### src/rtl/assert_macros.svh
// Assertion macros shared by the held key tracker RTL.
// Needs a clk and an active-low rst_n in the scope of each use.
`ifndef ASSERT_MACROS_SVH
`define ASSERT_MACROS_SVH

// Checked only while out of reset.
`define HKT_ASSERT(lbl, prop, msg) \
  lbl: assert property (@(posedge clk) disable iff (!rst_n) prop) else $error(msg);

// Checked at every edge, reset included.
`define HKT_ASSERT_ALWAYS(lbl, prop, msg) \
  lbl: assert property (@(posedge clk) prop) else $error(msg);

`endif

### src/rtl/hkt_pkg.sv
// Package for the held key tracker: sizes, payload structs, codes and
// the command/status structs between controller and datapath. No dependencies.
`default_nettype none

package hkt_pkg;

  localparam int TRACK_DEPTH   = 6;
  localparam int SHOWN_ENTRIES = 3;

  localparam int IDX_W  = (TRACK_DEPTH > 1) ? $clog2(TRACK_DEPTH) : 1;
  localparam int CNT_W  = $clog2(TRACK_DEPTH + 1);
  localparam int SLOT_W = (SHOWN_ENTRIES > 1) ? $clog2(SHOWN_ENTRIES) : 1;

  localparam logic ACT_RELEASE = 1'b0;
  localparam logic ACT_PRESS   = 1'b1;

  typedef enum logic [1:0] {
    KIND_HELD     = 2'd0,
    KIND_RELEASED = 2'd1,
    KIND_IDLE     = 2'd2
  } kind_t;

  typedef struct packed {
    logic        action;
    logic [15:0] hid_page;
    logic [15:0] key_code;
    logic [7:0]  implicit_mods;
    logic [7:0]  explicit_mods;
    logic [31:0] event_time;
  } hkt_in_t;

  typedef struct packed {
    kind_t       kind;
    logic [2:0]  held_total;
    logic        more_held;
    logic [1:0]  slot;
    logic [15:0] out_page;
    logic [15:0] out_code;
    logic [7:0]  out_implicit_mods;
    logic [7:0]  out_explicit_mods;
    logic [31:0] hold_duration;
    logic        last_of_run;
  } hkt_out_t;

  typedef struct packed {
    logic              cap_in;
    logic              find;
    logic              apply;
    logic              emit;
    logic [SLOT_W-1:0] slot;
  } hkt_cmd_t;

  typedef struct packed {
    logic emit_last;
  } hkt_status_t;

endpackage

`default_nettype wire

### src/rtl/hkt_ctrl.sv
// Controller of the held key tracker: sequences capture, lookup, table update
// and snapshot emission. Uses hkt_pkg and assert_macros.svh.
`default_nettype none
`include "assert_macros.svh"

module hkt_ctrl
  import hkt_pkg::*;
(
  input  wire logic        clk,
  input  wire logic        rst_n,
  input  wire logic        start,
  output logic             busy,
  output hkt_cmd_t         cmd,
  input  wire hkt_status_t status
);

  typedef enum logic [3:0] {
    ST_IDLE  = 4'b0001,
    ST_FIND  = 4'b0010,
    ST_APPLY = 4'b0100,
    ST_EMIT  = 4'b1000
  } state_t;

  state_t            state_r, state_nxt;
  logic [SLOT_W-1:0] slot_r, slot_nxt;

  always_comb begin
    state_nxt = state_r;
    slot_nxt  = slot_r;
    unique case (state_r)
      ST_IDLE: begin
        if (start) begin
          state_nxt = ST_FIND;
        end
      end
      ST_FIND:  state_nxt = ST_APPLY;
      ST_APPLY: begin
        state_nxt = ST_EMIT;
        slot_nxt  = '0;
      end
      ST_EMIT: begin
        if (status.emit_last) begin
          state_nxt = ST_IDLE;
          slot_nxt  = '0;
        end else begin
          slot_nxt = slot_r + SLOT_W'(1);
        end
      end
      default: state_nxt = ST_IDLE;
    endcase
  end

  always_ff @(posedge clk) begin
    if (!rst_n) begin
      state_r <= ST_IDLE;
      slot_r  <= '0;
    end else begin
      state_r <= state_nxt;
      slot_r  <= slot_nxt;
    end
  end

  assign busy       = (state_r != ST_IDLE);
  assign cmd.cap_in = (state_r == ST_IDLE) && start;
  assign cmd.find   = (state_r == ST_FIND);
  assign cmd.apply  = (state_r == ST_APPLY);
  assign cmd.emit   = (state_r == ST_EMIT);
  assign cmd.slot   = slot_r;

  `HKT_ASSERT(a_accept_goes_busy, (start && !busy) |=> busy, "accepted event did not raise busy")
  `HKT_ASSERT(a_emit_follows_apply, cmd.apply |=> cmd.emit, "table update not followed by emission")
  `HKT_ASSERT_ALWAYS(a_reset_idle, !rst_n |=> !busy, "busy after reset")

endmodule

`default_nettype wire

### src/rtl/hkt_datapath.sv
// Datapath of the held key tracker: held key table, release record, lookup
// and the registered result stage. Uses hkt_pkg and assert_macros.svh.
`default_nettype none
`include "assert_macros.svh"

module hkt_datapath
  import hkt_pkg::*;
(
  input  wire logic     clk,
  input  wire logic     rst_n,
  input  wire hkt_cmd_t cmd,
  input  wire hkt_in_t  in_item,
  output hkt_status_t   status,
  output logic          out_valid,
  output hkt_out_t      out_item
);

  hkt_in_t     in_r;
  logic [31:0] in_key;
  logic [15:0] in_mods;

  logic [31:0] key_r   [TRACK_DEPTH];
  logic [15:0] mods_r  [TRACK_DEPTH];
  logic [31:0] press_r [TRACK_DEPTH];
  logic [31:0] key_nxt   [TRACK_DEPTH];
  logic [15:0] mods_nxt  [TRACK_DEPTH];
  logic [31:0] press_nxt [TRACK_DEPTH];
  logic [CNT_W-1:0] count_r, count_nxt;

  logic        hit_r, hit;
  logic [IDX_W-1:0] idx_r, idx;

  logic        rel_valid_r, rel_valid_nxt;
  logic [31:0] rel_key_r, rel_key_nxt;
  logic [15:0] rel_mods_r, rel_mods_nxt;
  logic [31:0] rel_dur_r, rel_dur_nxt;

  logic [IDX_W-1:0] rd_idx;
  logic [31:0]      rd_key;
  logic [15:0]      rd_mods;
  logic [31:0]      rd_press;

  logic [CNT_W-1:0] shown;
  logic             emit_last;

  hkt_out_t out_r, out_nxt;
  logic     out_valid_r;

  assign in_key  = {in_r.hid_page, in_r.key_code};
  assign in_mods = {in_r.implicit_mods, in_r.explicit_mods};

  always_ff @(posedge clk) begin
    if (cmd.cap_in) begin
      in_r <= in_item;
    end
  end

  // Lowest matching live entry wins.
  always_comb begin
    hit = 1'b0;
    idx = '0;
    for (int i = TRACK_DEPTH - 1; i >= 0; i--) begin
      if ((CNT_W'(i) < count_r) && (key_r[i] == in_key)) begin
        hit = 1'b1;
        idx = IDX_W'(i);
      end
    end
  end

  always_ff @(posedge clk) begin
    if (cmd.find) begin
      hit_r <= hit;
      idx_r <= idx;
    end
  end

  // Single read port: the matched entry during update, the slot during emission.
  assign rd_idx   = cmd.apply ? idx_r : IDX_W'(cmd.slot);
  assign rd_key   = key_r[rd_idx];
  assign rd_mods  = mods_r[rd_idx];
  assign rd_press = press_r[rd_idx];

  always_comb begin
    for (int i = 0; i < TRACK_DEPTH; i++) begin
      key_nxt[i]   = key_r[i];
      mods_nxt[i]  = mods_r[i];
      press_nxt[i] = press_r[i];
    end
    count_nxt     = count_r;
    rel_valid_nxt = rel_valid_r;
    rel_key_nxt   = rel_key_r;
    rel_mods_nxt  = rel_mods_r;
    rel_dur_nxt   = rel_dur_r;
    if (cmd.apply) begin
      if ((in_r.action == ACT_PRESS) && !hit_r) begin
        if (count_r == CNT_W'(TRACK_DEPTH)) begin
          // Full: drop the oldest and append at the top.
          for (int i = 0; i < TRACK_DEPTH - 1; i++) begin
            key_nxt[i]   = key_r[i + 1];
            mods_nxt[i]  = mods_r[i + 1];
            press_nxt[i] = press_r[i + 1];
          end
          key_nxt[TRACK_DEPTH - 1]   = in_key;
          mods_nxt[TRACK_DEPTH - 1]  = in_mods;
          press_nxt[TRACK_DEPTH - 1] = in_r.event_time;
        end else begin
          for (int i = 0; i < TRACK_DEPTH; i++) begin
            if (CNT_W'(i) == count_r) begin
              key_nxt[i]   = in_key;
              mods_nxt[i]  = in_mods;
              press_nxt[i] = in_r.event_time;
            end
          end
          count_nxt = count_r + CNT_W'(1);
        end
      end else if ((in_r.action == ACT_RELEASE) && hit_r) begin
        // Close the gap above the released entry.
        for (int i = 0; i < TRACK_DEPTH - 1; i++) begin
          if (IDX_W'(i) >= idx_r) begin
            key_nxt[i]   = key_r[i + 1];
            mods_nxt[i]  = mods_r[i + 1];
            press_nxt[i] = press_r[i + 1];
          end
        end
        count_nxt = count_r - CNT_W'(1);
        if (count_r == CNT_W'(1)) begin
          rel_valid_nxt = 1'b1;
          rel_key_nxt   = rd_key;
          rel_mods_nxt  = rd_mods;
          rel_dur_nxt   = in_r.event_time - rd_press;
        end
      end
    end
  end

  always_ff @(posedge clk) begin
    for (int i = 0; i < TRACK_DEPTH; i++) begin
      key_r[i]   <= key_nxt[i];
      mods_r[i]  <= mods_nxt[i];
      press_r[i] <= press_nxt[i];
    end
  end

  always_ff @(posedge clk) begin
    if (!rst_n) begin
      count_r     <= '0;
      rel_valid_r <= 1'b0;
      rel_key_r   <= '0;
      rel_mods_r  <= '0;
      rel_dur_r   <= '0;
    end else begin
      count_r     <= count_nxt;
      rel_valid_r <= rel_valid_nxt;
      rel_key_r   <= rel_key_nxt;
      rel_mods_r  <= rel_mods_nxt;
      rel_dur_r   <= rel_dur_nxt;
    end
  end

  assign shown     = (count_r > CNT_W'(SHOWN_ENTRIES)) ? CNT_W'(SHOWN_ENTRIES) : count_r;
  assign emit_last = (count_r == '0) || ((CNT_W'(cmd.slot) + CNT_W'(1)) == shown);
  assign status.emit_last = emit_last;

  always_comb begin
    out_nxt = '0;
    out_nxt.last_of_run = emit_last;
    priority if (count_r != '0) begin
      out_nxt.kind              = KIND_HELD;
      out_nxt.held_total        = 3'(count_r);
      out_nxt.more_held         = (count_r > CNT_W'(SHOWN_ENTRIES));
      out_nxt.slot              = 2'(cmd.slot);
      out_nxt.out_page          = rd_key[31:16];
      out_nxt.out_code          = rd_key[15:0];
      out_nxt.out_implicit_mods = rd_mods[15:8];
      out_nxt.out_explicit_mods = rd_mods[7:0];
    end else if (rel_valid_r) begin
      out_nxt.kind              = KIND_RELEASED;
      out_nxt.out_page          = rel_key_r[31:16];
      out_nxt.out_code          = rel_key_r[15:0];
      out_nxt.out_implicit_mods = rel_mods_r[15:8];
      out_nxt.out_explicit_mods = rel_mods_r[7:0];
      out_nxt.hold_duration     = rel_dur_r;
    end else begin
      out_nxt.kind = KIND_IDLE;
    end
  end

  always_ff @(posedge clk) begin
    if (cmd.emit) begin
      out_r <= out_nxt;
    end
  end

  always_ff @(posedge clk) begin
    if (!rst_n) begin
      out_valid_r <= 1'b0;
    end else begin
      out_valid_r <= cmd.emit;
    end
  end

  assign out_valid = out_valid_r;
  assign out_item  = out_r;

  `HKT_ASSERT(a_count_bound, count_r <= CNT_W'(TRACK_DEPTH), "held count beyond table depth")
  `HKT_ASSERT(a_non_held_single, (out_valid && (out_item.kind != KIND_HELD)) |-> out_item.last_of_run, "release or idle snapshot not final")
  `HKT_ASSERT(a_release_kept, $past(rel_valid_r) |-> rel_valid_r, "release record lost")

endmodule

`default_nettype wire

### src/rtl/held_key_tracker_unit.sv
// Top level of the held key tracker: controller plus datapath.
// Uses hkt_pkg, hkt_ctrl and hkt_datapath.
//
//   channel  handshake         payload
//   input    start / busy      in_item  (hkt_in_t)
//   result   out_valid strobe  out_item (hkt_out_t)
//
// An event runs through capture, lookup and table update, then one emission
// step per result item, one to SHOWN_ENTRIES items, set by the controller sequence
// and the single table read port shared by the update and the emission.
// Each result appears in the cycle after its emission step, for one cycle.
// Synchronous active-low reset empties the table and clears the release record.
// Results cannot be stalled; busy drops as the final result is registered.
`default_nettype none

module held_key_tracker_unit
  import hkt_pkg::*;
(
  input  wire logic    clk,
  input  wire logic    rst_n,
  input  wire logic    start,
  output logic         busy,
  input  wire hkt_in_t in_item,
  output logic         out_valid,
  output hkt_out_t     out_item
);

  hkt_cmd_t    cmd;
  hkt_status_t status;

  hkt_ctrl u_ctrl (
    .clk    (clk),
    .rst_n  (rst_n),
    .start  (start),
    .busy   (busy),
    .cmd    (cmd),
    .status (status)
  );

  hkt_datapath u_datapath (
    .clk       (clk),
    .rst_n     (rst_n),
    .cmd       (cmd),
    .in_item   (in_item),
    .status    (status),
    .out_valid (out_valid),
    .out_item  (out_item)
  );

endmodule

`default_nettype wire
### config.mk
export PLATFORM = sky130hd
export DESIGN_NAME = held_key_tracker_unit
export DESIGN_NICKNAME = d
export VERILOG_FILES = /design/src/rtl/hkt_pkg.sv /design/src/rtl/hkt_ctrl.sv /design/src/rtl/hkt_datapath.sv /design/src/rtl/held_key_tracker_unit.sv
export VERILOG_INCLUDE_DIRS = /design/src /design/src/rtl
export SDC_FILE = /design/constraint.sdc
export NUM_CORES = 1
export LEC_CHECK = 0
export BUFFER_PORTS_ARGS = -buffer_cell sky130_fd_sc_hd__buf_4
export CORE_ASPECT_RATIO = 1.1
export CORE_MARGIN = 4
export CORE_UTILIZATION = 57
export CTS_CLUSTER_DIAMETER = 50
export DETAILED_ROUTE_END_ITERATION = 6
export MAX_ROUTING_LAYER = met4
export PLACE_DENSITY = 0.74
export SLEW_MARGIN = 20
export SYNTH_ARGS = -nofsm -noshare
export SYNTH_HDL_FRONTEND = slang
export SYNTH_SLANG_ARGS = --single-unit
### constraint.sdc
create_clock -name clk -period 10.55 [get_ports clk]
set_clock_uncertainty 0.2 [all_clocks]
set_input_delay 0.5275 -clock clk [delete_from_list [all_inputs] [get_ports clk]]
set_output_delay 0.5275 -clock clk [all_outputs]
set_load 0.005 [all_outputs]
# --- Yosys cells after proc, flatten, opt, wreduce, memory -nomap -nowiden ---
# Memories as Yosys holds them, arrays and structs flattened.
# Cells that the tools add are included.
op_classes:
  n_addsub: 5
  multipliers: 0
  div: 0
  magnitude_cmp: 12
  n_eq_ne: 26
  n_shift: 0
  muxes: 67
  n_bitwise: 3
  n_reduce_logical: 23
ops:
  columns: ["cell", "n"]
  rows:
  - ["192-bit two-way mux", 4]
  - ["32-bit two-way mux", 24]
  - ["160-bit two-way mux", 4]
  - ["80-bit two-way mux", 3]
  - ["32-bit equality test", 6]
  - ["16-bit two-way mux", 12]
  - ["96-bit two-way mux", 2]
  - ["48-bit two-way mux", 1]
  - ["32-bit subtractor", 1]
  - ["3-bit two-way mux", 7]
  - ["4-bit case mux with 4 select lines", 1]
  - ["1-bit logical AND", 9]
  - ["2-bit two-way mux", 4]
  - ["4-bit two-way mux", 2]
  - ["4-bit inequality test (second input constant)", 2]
  - ["4-bit AND reduction", 2]
  - ["2-bit by 3-bit equality test with 1-bit output (first input constant)", 2]
  - ["3-bit equality test (first input constant)", 2]
  - ["1-bit by 3-bit greater-or-equal comparator with 1-bit output (first input constant)", 2]
  - ["2-bit by 3-bit greater-or-equal comparator with 1-bit output (first input constant)", 2]
  - ["1-bit by 3-bit < comparator with 1-bit output (first input constant)", 2]
  - ["2-bit by 3-bit < comparator with 1-bit output (first input constant)", 2]
  - ["3-bit < comparator (first input constant)", 2]
  - ["2-bit inequality test (second input constant)", 3]
  - ["30 further kinds", 35]
totals:
  ff_bits: 265
  latchBits: 0
  ramBits: 480
  romBits: 0
  input_bits: 84
  output_inout_bits: 91
  memories: 3
memory_table:
  columns: ["memory", "depth", "word_bits", "read_ports", "rd_ports_with_merged_regs", "write_ports", "line", "rtl"]
  rows:
  - ["u_datapath.key_r", 6, 32, 7, 0, 6, "hkt_datapath.sv:22", "logic [31:0] key_r [TRACK_DEPTH];"]
  - ["u_datapath.press_r", 6, 32, 6, 0, 6, "hkt_datapath.sv:24", "logic [31:0] press_r [TRACK_DEPTH];"]
  - ["u_datapath.mods_r", 6, 16, 6, 0, 6, "hkt_datapath.sv:23", "logic [15:0] mods_r [TRACK_DEPTH];"]

# --- Depth between registers and ports, before layout ---
# Gate-level depths: netlist (run 1).
# An unclocked memory read counts as a cell.
logic_depth:
  ltp_word: 8
  ltp_mapped: 20
  ltp_nobuf: 17

# --- By module ---
# Synthesis (run 1) repeated with hierarchy kept, for this count alone.
unflattened:
  hier_cells: 3168
  hier_area_um2: 35661.7
modules_own_cells:
  columns: ["mod", "instances", "cells_per_inst", "area_each_um2", "seq_area_each_um2"]
  rows:
  - ["hkt_datapath", 1, 3125, 35297.6, 21340.5]
  - ["hkt_ctrl", 1, 43, 364.1, 120.1]

# --- Worst setup path before layout (run 1) ---
# No wires, ideal clock.
synth_path:
  kind: "reg-to-reg"
  from: "register, netlist name u_ctrl.state_r[0]"
  to: "memory u_datapath.key_r[5][0] (enable)"
  setup_time_ns: 0.715
  t_arrival_ns: 8.836
  slack_ns: 0.799
  path_stages_with_launch: 5
  n_path_buf: 2
  path_cell_list: "dfxtp_1 > or4b_1 > buf_4 > clkbuf_1 > nor4_1"
synth_rtl:
  columns: ["element", "line"]
  rows:
  - ["end, declared", "hkt_datapath.sv:22"]

# --- Worst setup path after layout (run 1) ---
layout_path:
  from: "register u_ctrl.state_r[0]"
  to: "register u_datapath.rel_dur_r[24]"
layout_via:
  elab_chain_cells: 4
layout_lines:
  columns: ["element", "line", "rtl"]
  rows:
  - ["start, declared", "hkt_ctrl.sv:24", "state_t state_r, state_nxt;"]
  - ["start signal, assigned", "hkt_ctrl.sv:58", "state_r <= state_nxt;"]
  - ["4-bit by 3-bit equality test with 1-bit output *", "hkt_ctrl.sv:66", "assign cmd.apply = (state_r == ST_APPLY);"]
  - ["3-bit two-way mux", "hkt_datapath.sv:78", "assign rd_idx = cmd.apply ? idx_r : IDX_W'(cmd.slot);"]
  - ["memory 6 x 32 bit", null, null]
  - ["32-bit subtractor", "hkt_datapath.sv:130", "rel_dur_nxt = in_r.event_time - rd_press;"]
  - ["end signal, assigned", "hkt_datapath.sv:156", "rel_dur_r <= rel_dur_nxt;"]
  - ["end, declared", "hkt_datapath.sv:36", "logic [31:0] rel_dur_r, rel_dur_nxt;"]
# Mark *: on every way between the ends. The rest lies on a longest branch, timed or not.
# A chain may end at the register's enable or synchronous reset.

==> run_results.csv, run 1 <==
group,metric,value,unit
worst_hold_path,worstHoldPathType,"reg -> reg",
clocking,cts-resized-gates,0,
logic_synthesis,syn_area,35150,sq um
job,cap_violations,0,
global_route,grt_max_degree,114,
detailed_routing,wl,94.11,mm
clocking,hold_buffers,81,
timing,post-route-min-period,6281,ps
clocking,cts_buffers,84,
timing,fin_ws,4269,ps
detailed_routing,wl_per_cell,22.55,um
timing,maxSlewHeadroom,18.39,%
logic_synthesis,ys.flop_type,"edfxtp_1",
clocking,clock-sinks,744,
detailed_routing,viasPerCell,5.893,
setup_path,endpoint_kind,"register",
power_and_ir_drop,p_per_area,159.0,nW/um^2
logic_synthesis,syn-instance-count,3097,
setup_path,r2r_slack,4270,ps
place,place_area,37000,sq um
setup_path,crit_type,"reg -> reg",
finish,layoutNonFillerInstCount,4174,
clocking,clk_pin_slew,60,ps
timing,rsz0062_at_grt,"no",
die,row_count,95,
setup_path,crit_required,10880,ps
place,numPortBuffers,174,
power_and_ir_drop,ir_drop,0.1295,mV
detailed_routing,drtIter0Drc,2702,
clocking,cts_tree,"yes",
global_route,grt_pass1_wl,142.2,mm
die,ios,175,
global_route,antenna_found_initial,2,
finish,postLayoutCellArea,40520,sq um
global_route,grt_pass1_vias,24018,
setup_path,crit_path_start_kind,"register",
finish,fin_nets,3402,
logic_synthesis,yosysWarningCount,0,
finish,final_common_cell,"nand2_1",
clocking,clockRootBuffer,"clkbuf_16",
finish,layout_common_cells,"989 x nand2_1, 653 x edfxtp_1, 207 x buf_4, 170 x a21oi_1, 144 x o21ai_0",
worst_hold_path,hp-start,"u_datapath.in_mods[3]",
timing,post-route-period-util,59.54,%
clocking,htree_levels,3,
die,start_util,57.54,%
setup_path,r2r_cells,14,
status,status,"finished, final reports clean",
place,post-place-ws,4182,ps
clocking,insertion_delay,630,ps
timing,setup_viol,0,
detailed_routing,first_pass_iters,6,
setup_path,crit_start,"u_ctrl.state_r[0]",
finish,seqCellArea,21430,sq um
worst_hold_path,min_to,"u_datapath.mods_r[5][3]",
logic_synthesis,syn_avg_cell_area,11.35,sq um
power_and_ir_drop,p_leak,16.36,nW
logic_synthesis,synth_seq_cells,744,
die,fp.dieW,244.8,um
clocking,clockBufferDepth,3,
finish,fillers,4549,
setup_path,critical_path_arrival,6610,ps
logic_synthesis,syn-num-nets,3221,
finish,area_growth,15.27,%
finish,multiInputGateArea,12910,sq um
setup_path,worstPathMaxFanout,50,
global_route,grt_remaining_overflow,0,
die,die_h,268.5,um
clocking,post_cts_buffers,0,
die,fp.dieArea,65710,sq um
logic_synthesis,async_flop_share,0,%
place,gp_congestion,0.9956,
detailed_routing,drtAntennaViolNets,0,
logic_synthesis,ys_types,65,
place,place_hpwl,60.20,mm
detailed_routing,drcViolationCount,0,
timing,fmax,159.2,MHz
timing,hold_viol_final,0,
place,place_inst,3934,
power_and_ir_drop,power,6.443,mW
detailed_routing,via_count,24599,
logic_synthesis,synth_edf_count,653,
die,coreArea,61100,sq um
timing,worstMarginPinSlew,1224,ps
timing,tns,0,ps
timing,drv_slew,0,
worst_hold_path,holdPathStages,0,
global_route,grt_usage,29.02,%
logic_synthesis,synth_seq_area_share,60.96,%
setup_path,r2r_end,"u_datapath.rel_dur_r[24]",
finish,drive_above_1_share,13.17,%
setup_path,crit-reg2reg-launch,"u_ctrl.state_r[0]",
==> layout make-up <==
class | instances | area share, %
multi-input combinational | 2141 | 31.86
sequential | 744 | 52.89
inverter | 17 | 0.1575
clock inverter | 33 | 0.7287
timing repair buffer | 290 | 5.935
antenna | 2 | 0.01235
tap | 824 | 2.544
clock buffer | 123 | 5.870
==> registers in the layout, indices dropped and copies added, names as in the netlist, 32 cells and up <==
signal                flops
u_datapath.press_r      192
u_datapath.rel_key_r     32
u_datapath.out_item      88
u_datapath.rel_dur_r     32
u_datapath.key_r        192
u_datapath.in_r          33
u_datapath.in_key        32
u_datapath.mods_r        96
==> per-layer routing <==
layer  GRT usage [%]  up-vias  wire length [um]
met5               -        -                 0
met4           9.901        0              2930
met3           3.978      178              7326
met2           46.45     1142             45600
met1           38.94    12005             38260
li1                -    11274                 -
==> through the flow <==
stage	hold slack [ps]	utilization, %
final	250.7	66.32
after CTS	196.9	66.26
after detailed placement	237.7	60.55
after global placement	233.9	60.55
after global routing	262.2	66.32
after floorplan	217.3	-
==> critical path, cell delays in order (launching register included) <==
cell and delay (ps):
dfxtp_1 370, or4b_2 760, mux2i_4 660, buf_4 860
mux4_2 600, a21oi_1 170, ha_1 220, a21o_1 170
a31oi_1 130, or3_1 440, o2bb2ai_1 220, o41ai_1 760
a211oi_1 260, xor2_1 190, o21ai_0 160
==> worst max-delay path by stage <==
stage | slack [ps] | to | cells past startpoint
global placement | 4230 | u_datapath.rel_dur_r[24] | 14
global route | 3850 | u_datapath.rel_dur_r[28] | 14
finish | 4270 | u_datapath.rel_dur_r[24] | 14
detailed placement | 4180 | u_datapath.rel_dur_r[24] | 14
CTS | 4130 | u_datapath.rel_dur_r[24] | 14
floorplan | 800 | u_datapath.key_r[5][0] | 4
==> power by group <==
| part | total (mW) | internal, mW | switching, mW |
|---|---|---|---|
| logic | 0.347 | 0.135 | 0.213 |
| registers | 3.28 | 3.23 | 0.0561 |
| clock network | 2.81 | 1.63 | 1.19 |
| total | 6.44 | 4.99 | 1.45 |
==> cell families (layout without fill, tap and decap cells) <==
kind of cell | after synthesis | count (layout) | synth area share (%)
other | 0 | 2 | 0
buffers and inverters | 212 | 463 | 2.698
flip-flops | 744 | 744 | 60.96
adder cells (fa/ha/maj) | 40 | 40 | 1.445
AND/OR/NAND/NOR | 1335 | 1335 | 15.92
XOR/XNOR | 221 | 221 | 5.506
AO/OA/AOI/OAI | 382 | 382 | 5.937
multiplexers | 163 | 163 | 7.524
==> synthesized netlist by cell type (all sizes together) (7+ instances only) <==
library cell,instances,area share [%]
nand2,991,11
edfxtp,653,56
a21oi,173,2.5
clkbuf,151,1.6
o21ai,149,2.1
xor2,142,3.5
nor2,106,1.1
dfxtp,91,5.2
mux2i,83,2.4
mux4,80,5.1
xnor2,79,2.0
and2,74,1.3
buf,44,0.90
ha,39,1.4
and3,36,0.64
nor4,36,0.66
nand4,34,0.61
nand3,18,0.26
inv,17,0.18
nor3,15,0.21
a31oi,9,0.16
a21o,8,0.17
a21boi,7,0.16
nor2b,7,0.12
Note: power is estimated with default switching activity, not from simulation.
==> inputs of run 2 (changes only) <==
--- a/config.mk
+++ b/config.mk
@@ -6,14 +6,15 @@
 export SDC_FILE = /design/constraint.sdc
 export NUM_CORES = 1
 export LEC_CHECK = 0
+export ABC_AREA = 1
 export BUFFER_PORTS_ARGS = -buffer_cell sky130_fd_sc_hd__buf_4
 export CORE_ASPECT_RATIO = 1.1
 export CORE_MARGIN = 4
-export CORE_UTILIZATION = 57
+export CORE_UTILIZATION = 56
 export CTS_CLUSTER_DIAMETER = 50
 export DETAILED_ROUTE_END_ITERATION = 6
 export MAX_ROUTING_LAYER = met4
-export PLACE_DENSITY = 0.74
+export PLACE_DENSITY = 0.76
 export SLEW_MARGIN = 20
 export SYNTH_ARGS = -nofsm -noshare
 export SYNTH_HDL_FRONTEND = slang
==> constraint.sdc (replaced) <==
create_clock -name clk -period 5.7 [get_ports clk]
set_clock_uncertainty 0.2 [all_clocks]
set_input_delay 0.285 -clock clk [delete_from_list [all_inputs] [get_ports clk]]
set_output_delay 0.285 -clock clk [all_outputs]
set_load 0.005 [all_outputs]
==> run 2 against run 1 <==
Compared with the run above:
- area after synthesis grew 1.9%
- clock power grew 100%
- die area grew 3.6%
- first-iteration DRC count is 37% higher
- critical path depth rose by 7
- core utilization decreased by 1.0 points
- via count up 19%
==> run_results.csv, run 2 <==
group,metric,value,unit
status,status,"finished, final reports clean",
logic_synthesis,synth_xor_area_share,2.542,%
worst_hold_path,min_to,"u_datapath.in_r[9]",
timing,setup_viol,0,
global_route,grt_max_degree,137,
global_route,grt_usage,31.81,%
setup_path,crit_type,"reg -> reg",
timing,hold_viol_final,0,
finish,fin_nets,4106,
job,cap_violations,0,
setup_path,r2r_end,"u_datapath.rel_dur_r[29]",
detailed_routing,drtIter0Drc,3713,
setup_path,slowest_delay,640,ps
finish,drive_above_1_share,9.603,%
detailed_routing,first_pass_iters,6,
setup_path,endpoint_kind,"register",
finish,area_growth,15.88,%
logic_synthesis,synth_seq_cells,744,
logic_synthesis,syn-num-nets,3933,
die,fp.dieW,249.2,um
finish,diodes,0,
logic_synthesis,ys_types,44,
global_route,antenna_found_initial,2,
global_route,grt_pass1_wl,164.4,mm
clocking,clk_pin_slew,70,ps
die,coreArea,63600,sq um
timing,fmax,206.8,MHz
timing,tns,0,ps
die,row_count,97,
logic_synthesis,synth_compound_area_share,15.08,%
worst_hold_path,holdPathStages,2,
setup_path,r2r_cells,21,
logic_synthesis,synth_seq_area_share,59.80,%
logic_synthesis,synth.top_cell.area_share,54.72,%
logic_synthesis,synth_top_family_by_area,"compound AO/OA/AOI/OAI gates",
logic_synthesis,synth_fa_ha_area_share,1.418,%
logic_synthesis,syn_area,35840,sq um
detailed_routing,viasPerCell,5.965,
setup_path,crit_required,6040,ps
clocking,clockBufferDepth,3,
global_route,grt_remaining_overflow,0,
finish,top_regs,"u_datapath.key_r x192, u_datapath.press_r x192, u_datapath.mods_r x96",
detailed_routing,drcViolationCount,0,
logic_synthesis,async_flop_share,0,%
setup_path,r2r_slack,870,ps
power_and_ir_drop,ir_drop,0.2628,mV
setup_path,worstPathMaxFanout,90,
timing,post-route-min-period,4835,ps
logic_synthesis,synth.area.mux_share,0,%
timing,drv_slew,0,
clocking,htree_levels,3,
clocking,cts_tree,"yes",
setup_path,crit_family,"simple AND/OR/NAND/NOR gates",
timing,rsz0062_at_grt,"no",
place,place_area,37740,sq um
setup_path,critical_path_arrival,5170,ps
timing,whs,159.5,ps
detailed_routing,via_count,29182,
worst_hold_path,hp-start,"in_item[9]",
die,die_h,273.3,um
detailed_routing,drtAntennaViolNets,0,
clocking,clock-sinks,744,
logic_synthesis,yosysWarningCount,0,
logic_synthesis,syn_avg_cell_area,9.408,sq um
power_and_ir_drop,p_leak,16.57,nW
finish,layout_common_cells,"912 x nand2_1, 653 x edfxtp_1, 467 x o21ai_0, 349 x inv_1, 254 x nor2_1",
place,numPortBuffers,174,
setup_path,cp_common_cell,"nand2_1",
place,gp_congestion,1.032,
logic_synthesis,synthTopCellsByCount,"914 x nand2_1, 653 x edfxtp_1, 467 x o21ai_0",
setup_path,cp_num_buf_inv,3,
logic_synthesis,synth_most_common_cell,"nand2_1",
logic_synthesis,syn-instance-count,3809,
logic_synthesis,synth_edf_count,653,
setup_path,path_cells,"inv_1 > nor2_4 > nand2_4 > nand2_2 > nand2_8 > inv_4 > nand2_1 > nand3_1 > o21ai_0 > nand2_1 > o21ai_0 > ha_1 > nand2_1 > nor2_1 > nand2_1 > o21ai_0 > nand3b_1 > nand3_1 > nand3_1 > nand2_1 > inv_1",
global_route,grt_pass1_vias,27795,
die,ios,175,
timing,maxSlewHeadroom,29.77,%
finish,final_common_cell,"nand2_1",
timing,fin_ws,865.3,ps
worst_hold_path,worstHoldPathType,"in -> reg",
logic_synthesis,ys.flop_type,"edfxtp_1",
clocking,post_cts_buffers,0,
detailed_routing,wl_per_cell,21.98,um
place,place_hpwl,69.99,mm
die,fp.dieArea,68110,sq um
timing,post-route-period-util,84.82,%
logic_synthesis,yosysTopAreaCell,"edfxtp_1",
clocking,clockRootBuffer,"clkbuf_16",
setup_path,crit-reg2reg-launch,"u_ctrl.state_r[2]",
detailed_routing,wl,107.5,mm
clocking,insertion_delay,640,ps
setup_path,crit_path_start_kind,"register",
finish,postLayoutCellArea,41530,sq um
clocking,cts_buffers,85,
logic_synthesis,synth_area_leaders,"edfxtp_1 55%, nand2_1 9.6%, o21ai_0 6.5%, dfxtp_1 5.1%, inv_1 3.7%",
place,post-place-ws,1008,ps
timing,worstMarginPinSlew,1053,ps
die,start_util,56.35,%
setup_path,critPathSlowestCell,"inv_4",
logic_synthesis,synthSimpleGateAreaFrac,14.71,%
power_and_ir_drop,p_per_area,300.1,nW/um^2
run 2: metrics by stage:
stage          utilization (%)  instances  total power, mW
2_1_floorplan                -       3809            6.546
3_3_place_gp             59.32       4652            6.794
3_5_place_dp             59.34       4653            6.802
4_1_cts                  65.30       4892            12.50
5_1_grt                  65.30       4892            12.83
6_report                 65.30       4892            12.46
run 2: routing by layer:
layer  wire [um]  part of all wire (%)  track usage, %
met5           0                     0               -
met4        5410                   5.0           14.42
met3       11160                    10           5.369
met2       49910                    46           49.34
met1       41070                    38           41.67
run 2: cell type report:
cell class / count / area (sq um)
timing repair buffer: 301 / 2521
tap: 841 / 1052
fill: 5097 / 22070
inverter: 355 / 1344
sequential: 744 / 21430
multi-input combinational: 2495 / 12220
clock buffer: 110 / 2441
clock inverter: 46 / 519.2
run 2: timing repair:
item	4_1_cts	5_1_grt
hold buffers	83	0
resized for setup	0	0
hold endpoints to repair	87	0
run 2: worst max-delay path by stage:
stage	start	to	slack [ps]	cells past startpoint
6_report	u_ctrl.state_r[2]	u_datapath.rel_dur_r[29]	870	21
3_5_place_dp	u_ctrl.state_r[2]	u_datapath.rel_dur_r[29]	1010	21
4_1_cts	u_ctrl.state_r[2]	u_datapath.rel_dur_r[31]	950	22
3_3_place_gp	u_ctrl.state_r[2]	u_datapath.rel_dur_r[29]	1110	21
2_1_floorplan	u_datapath.count_r[0]	u_datapath.key_r[3][0]	120	8
5_1_grt	u_ctrl.state_r[2]	u_datapath.rel_dur_r[29]	460	21
run 2: kinds of logic after synthesis:
family / count (synthesis)
compound gates: 1025
simple gates: 1326
flops: 744
fa+ha+maj: 40
xor+xnor: 104
buf+inv: 570
run 2: power by group:
| group | switching [mW] | internal, mW |
|---|---|---|
| registers | 0.112 | 5.98 |
| logic | 0.429 | 0.231 |
| clock network | 2.32 | 3.39 |
| total | 2.86 | 9.60 |
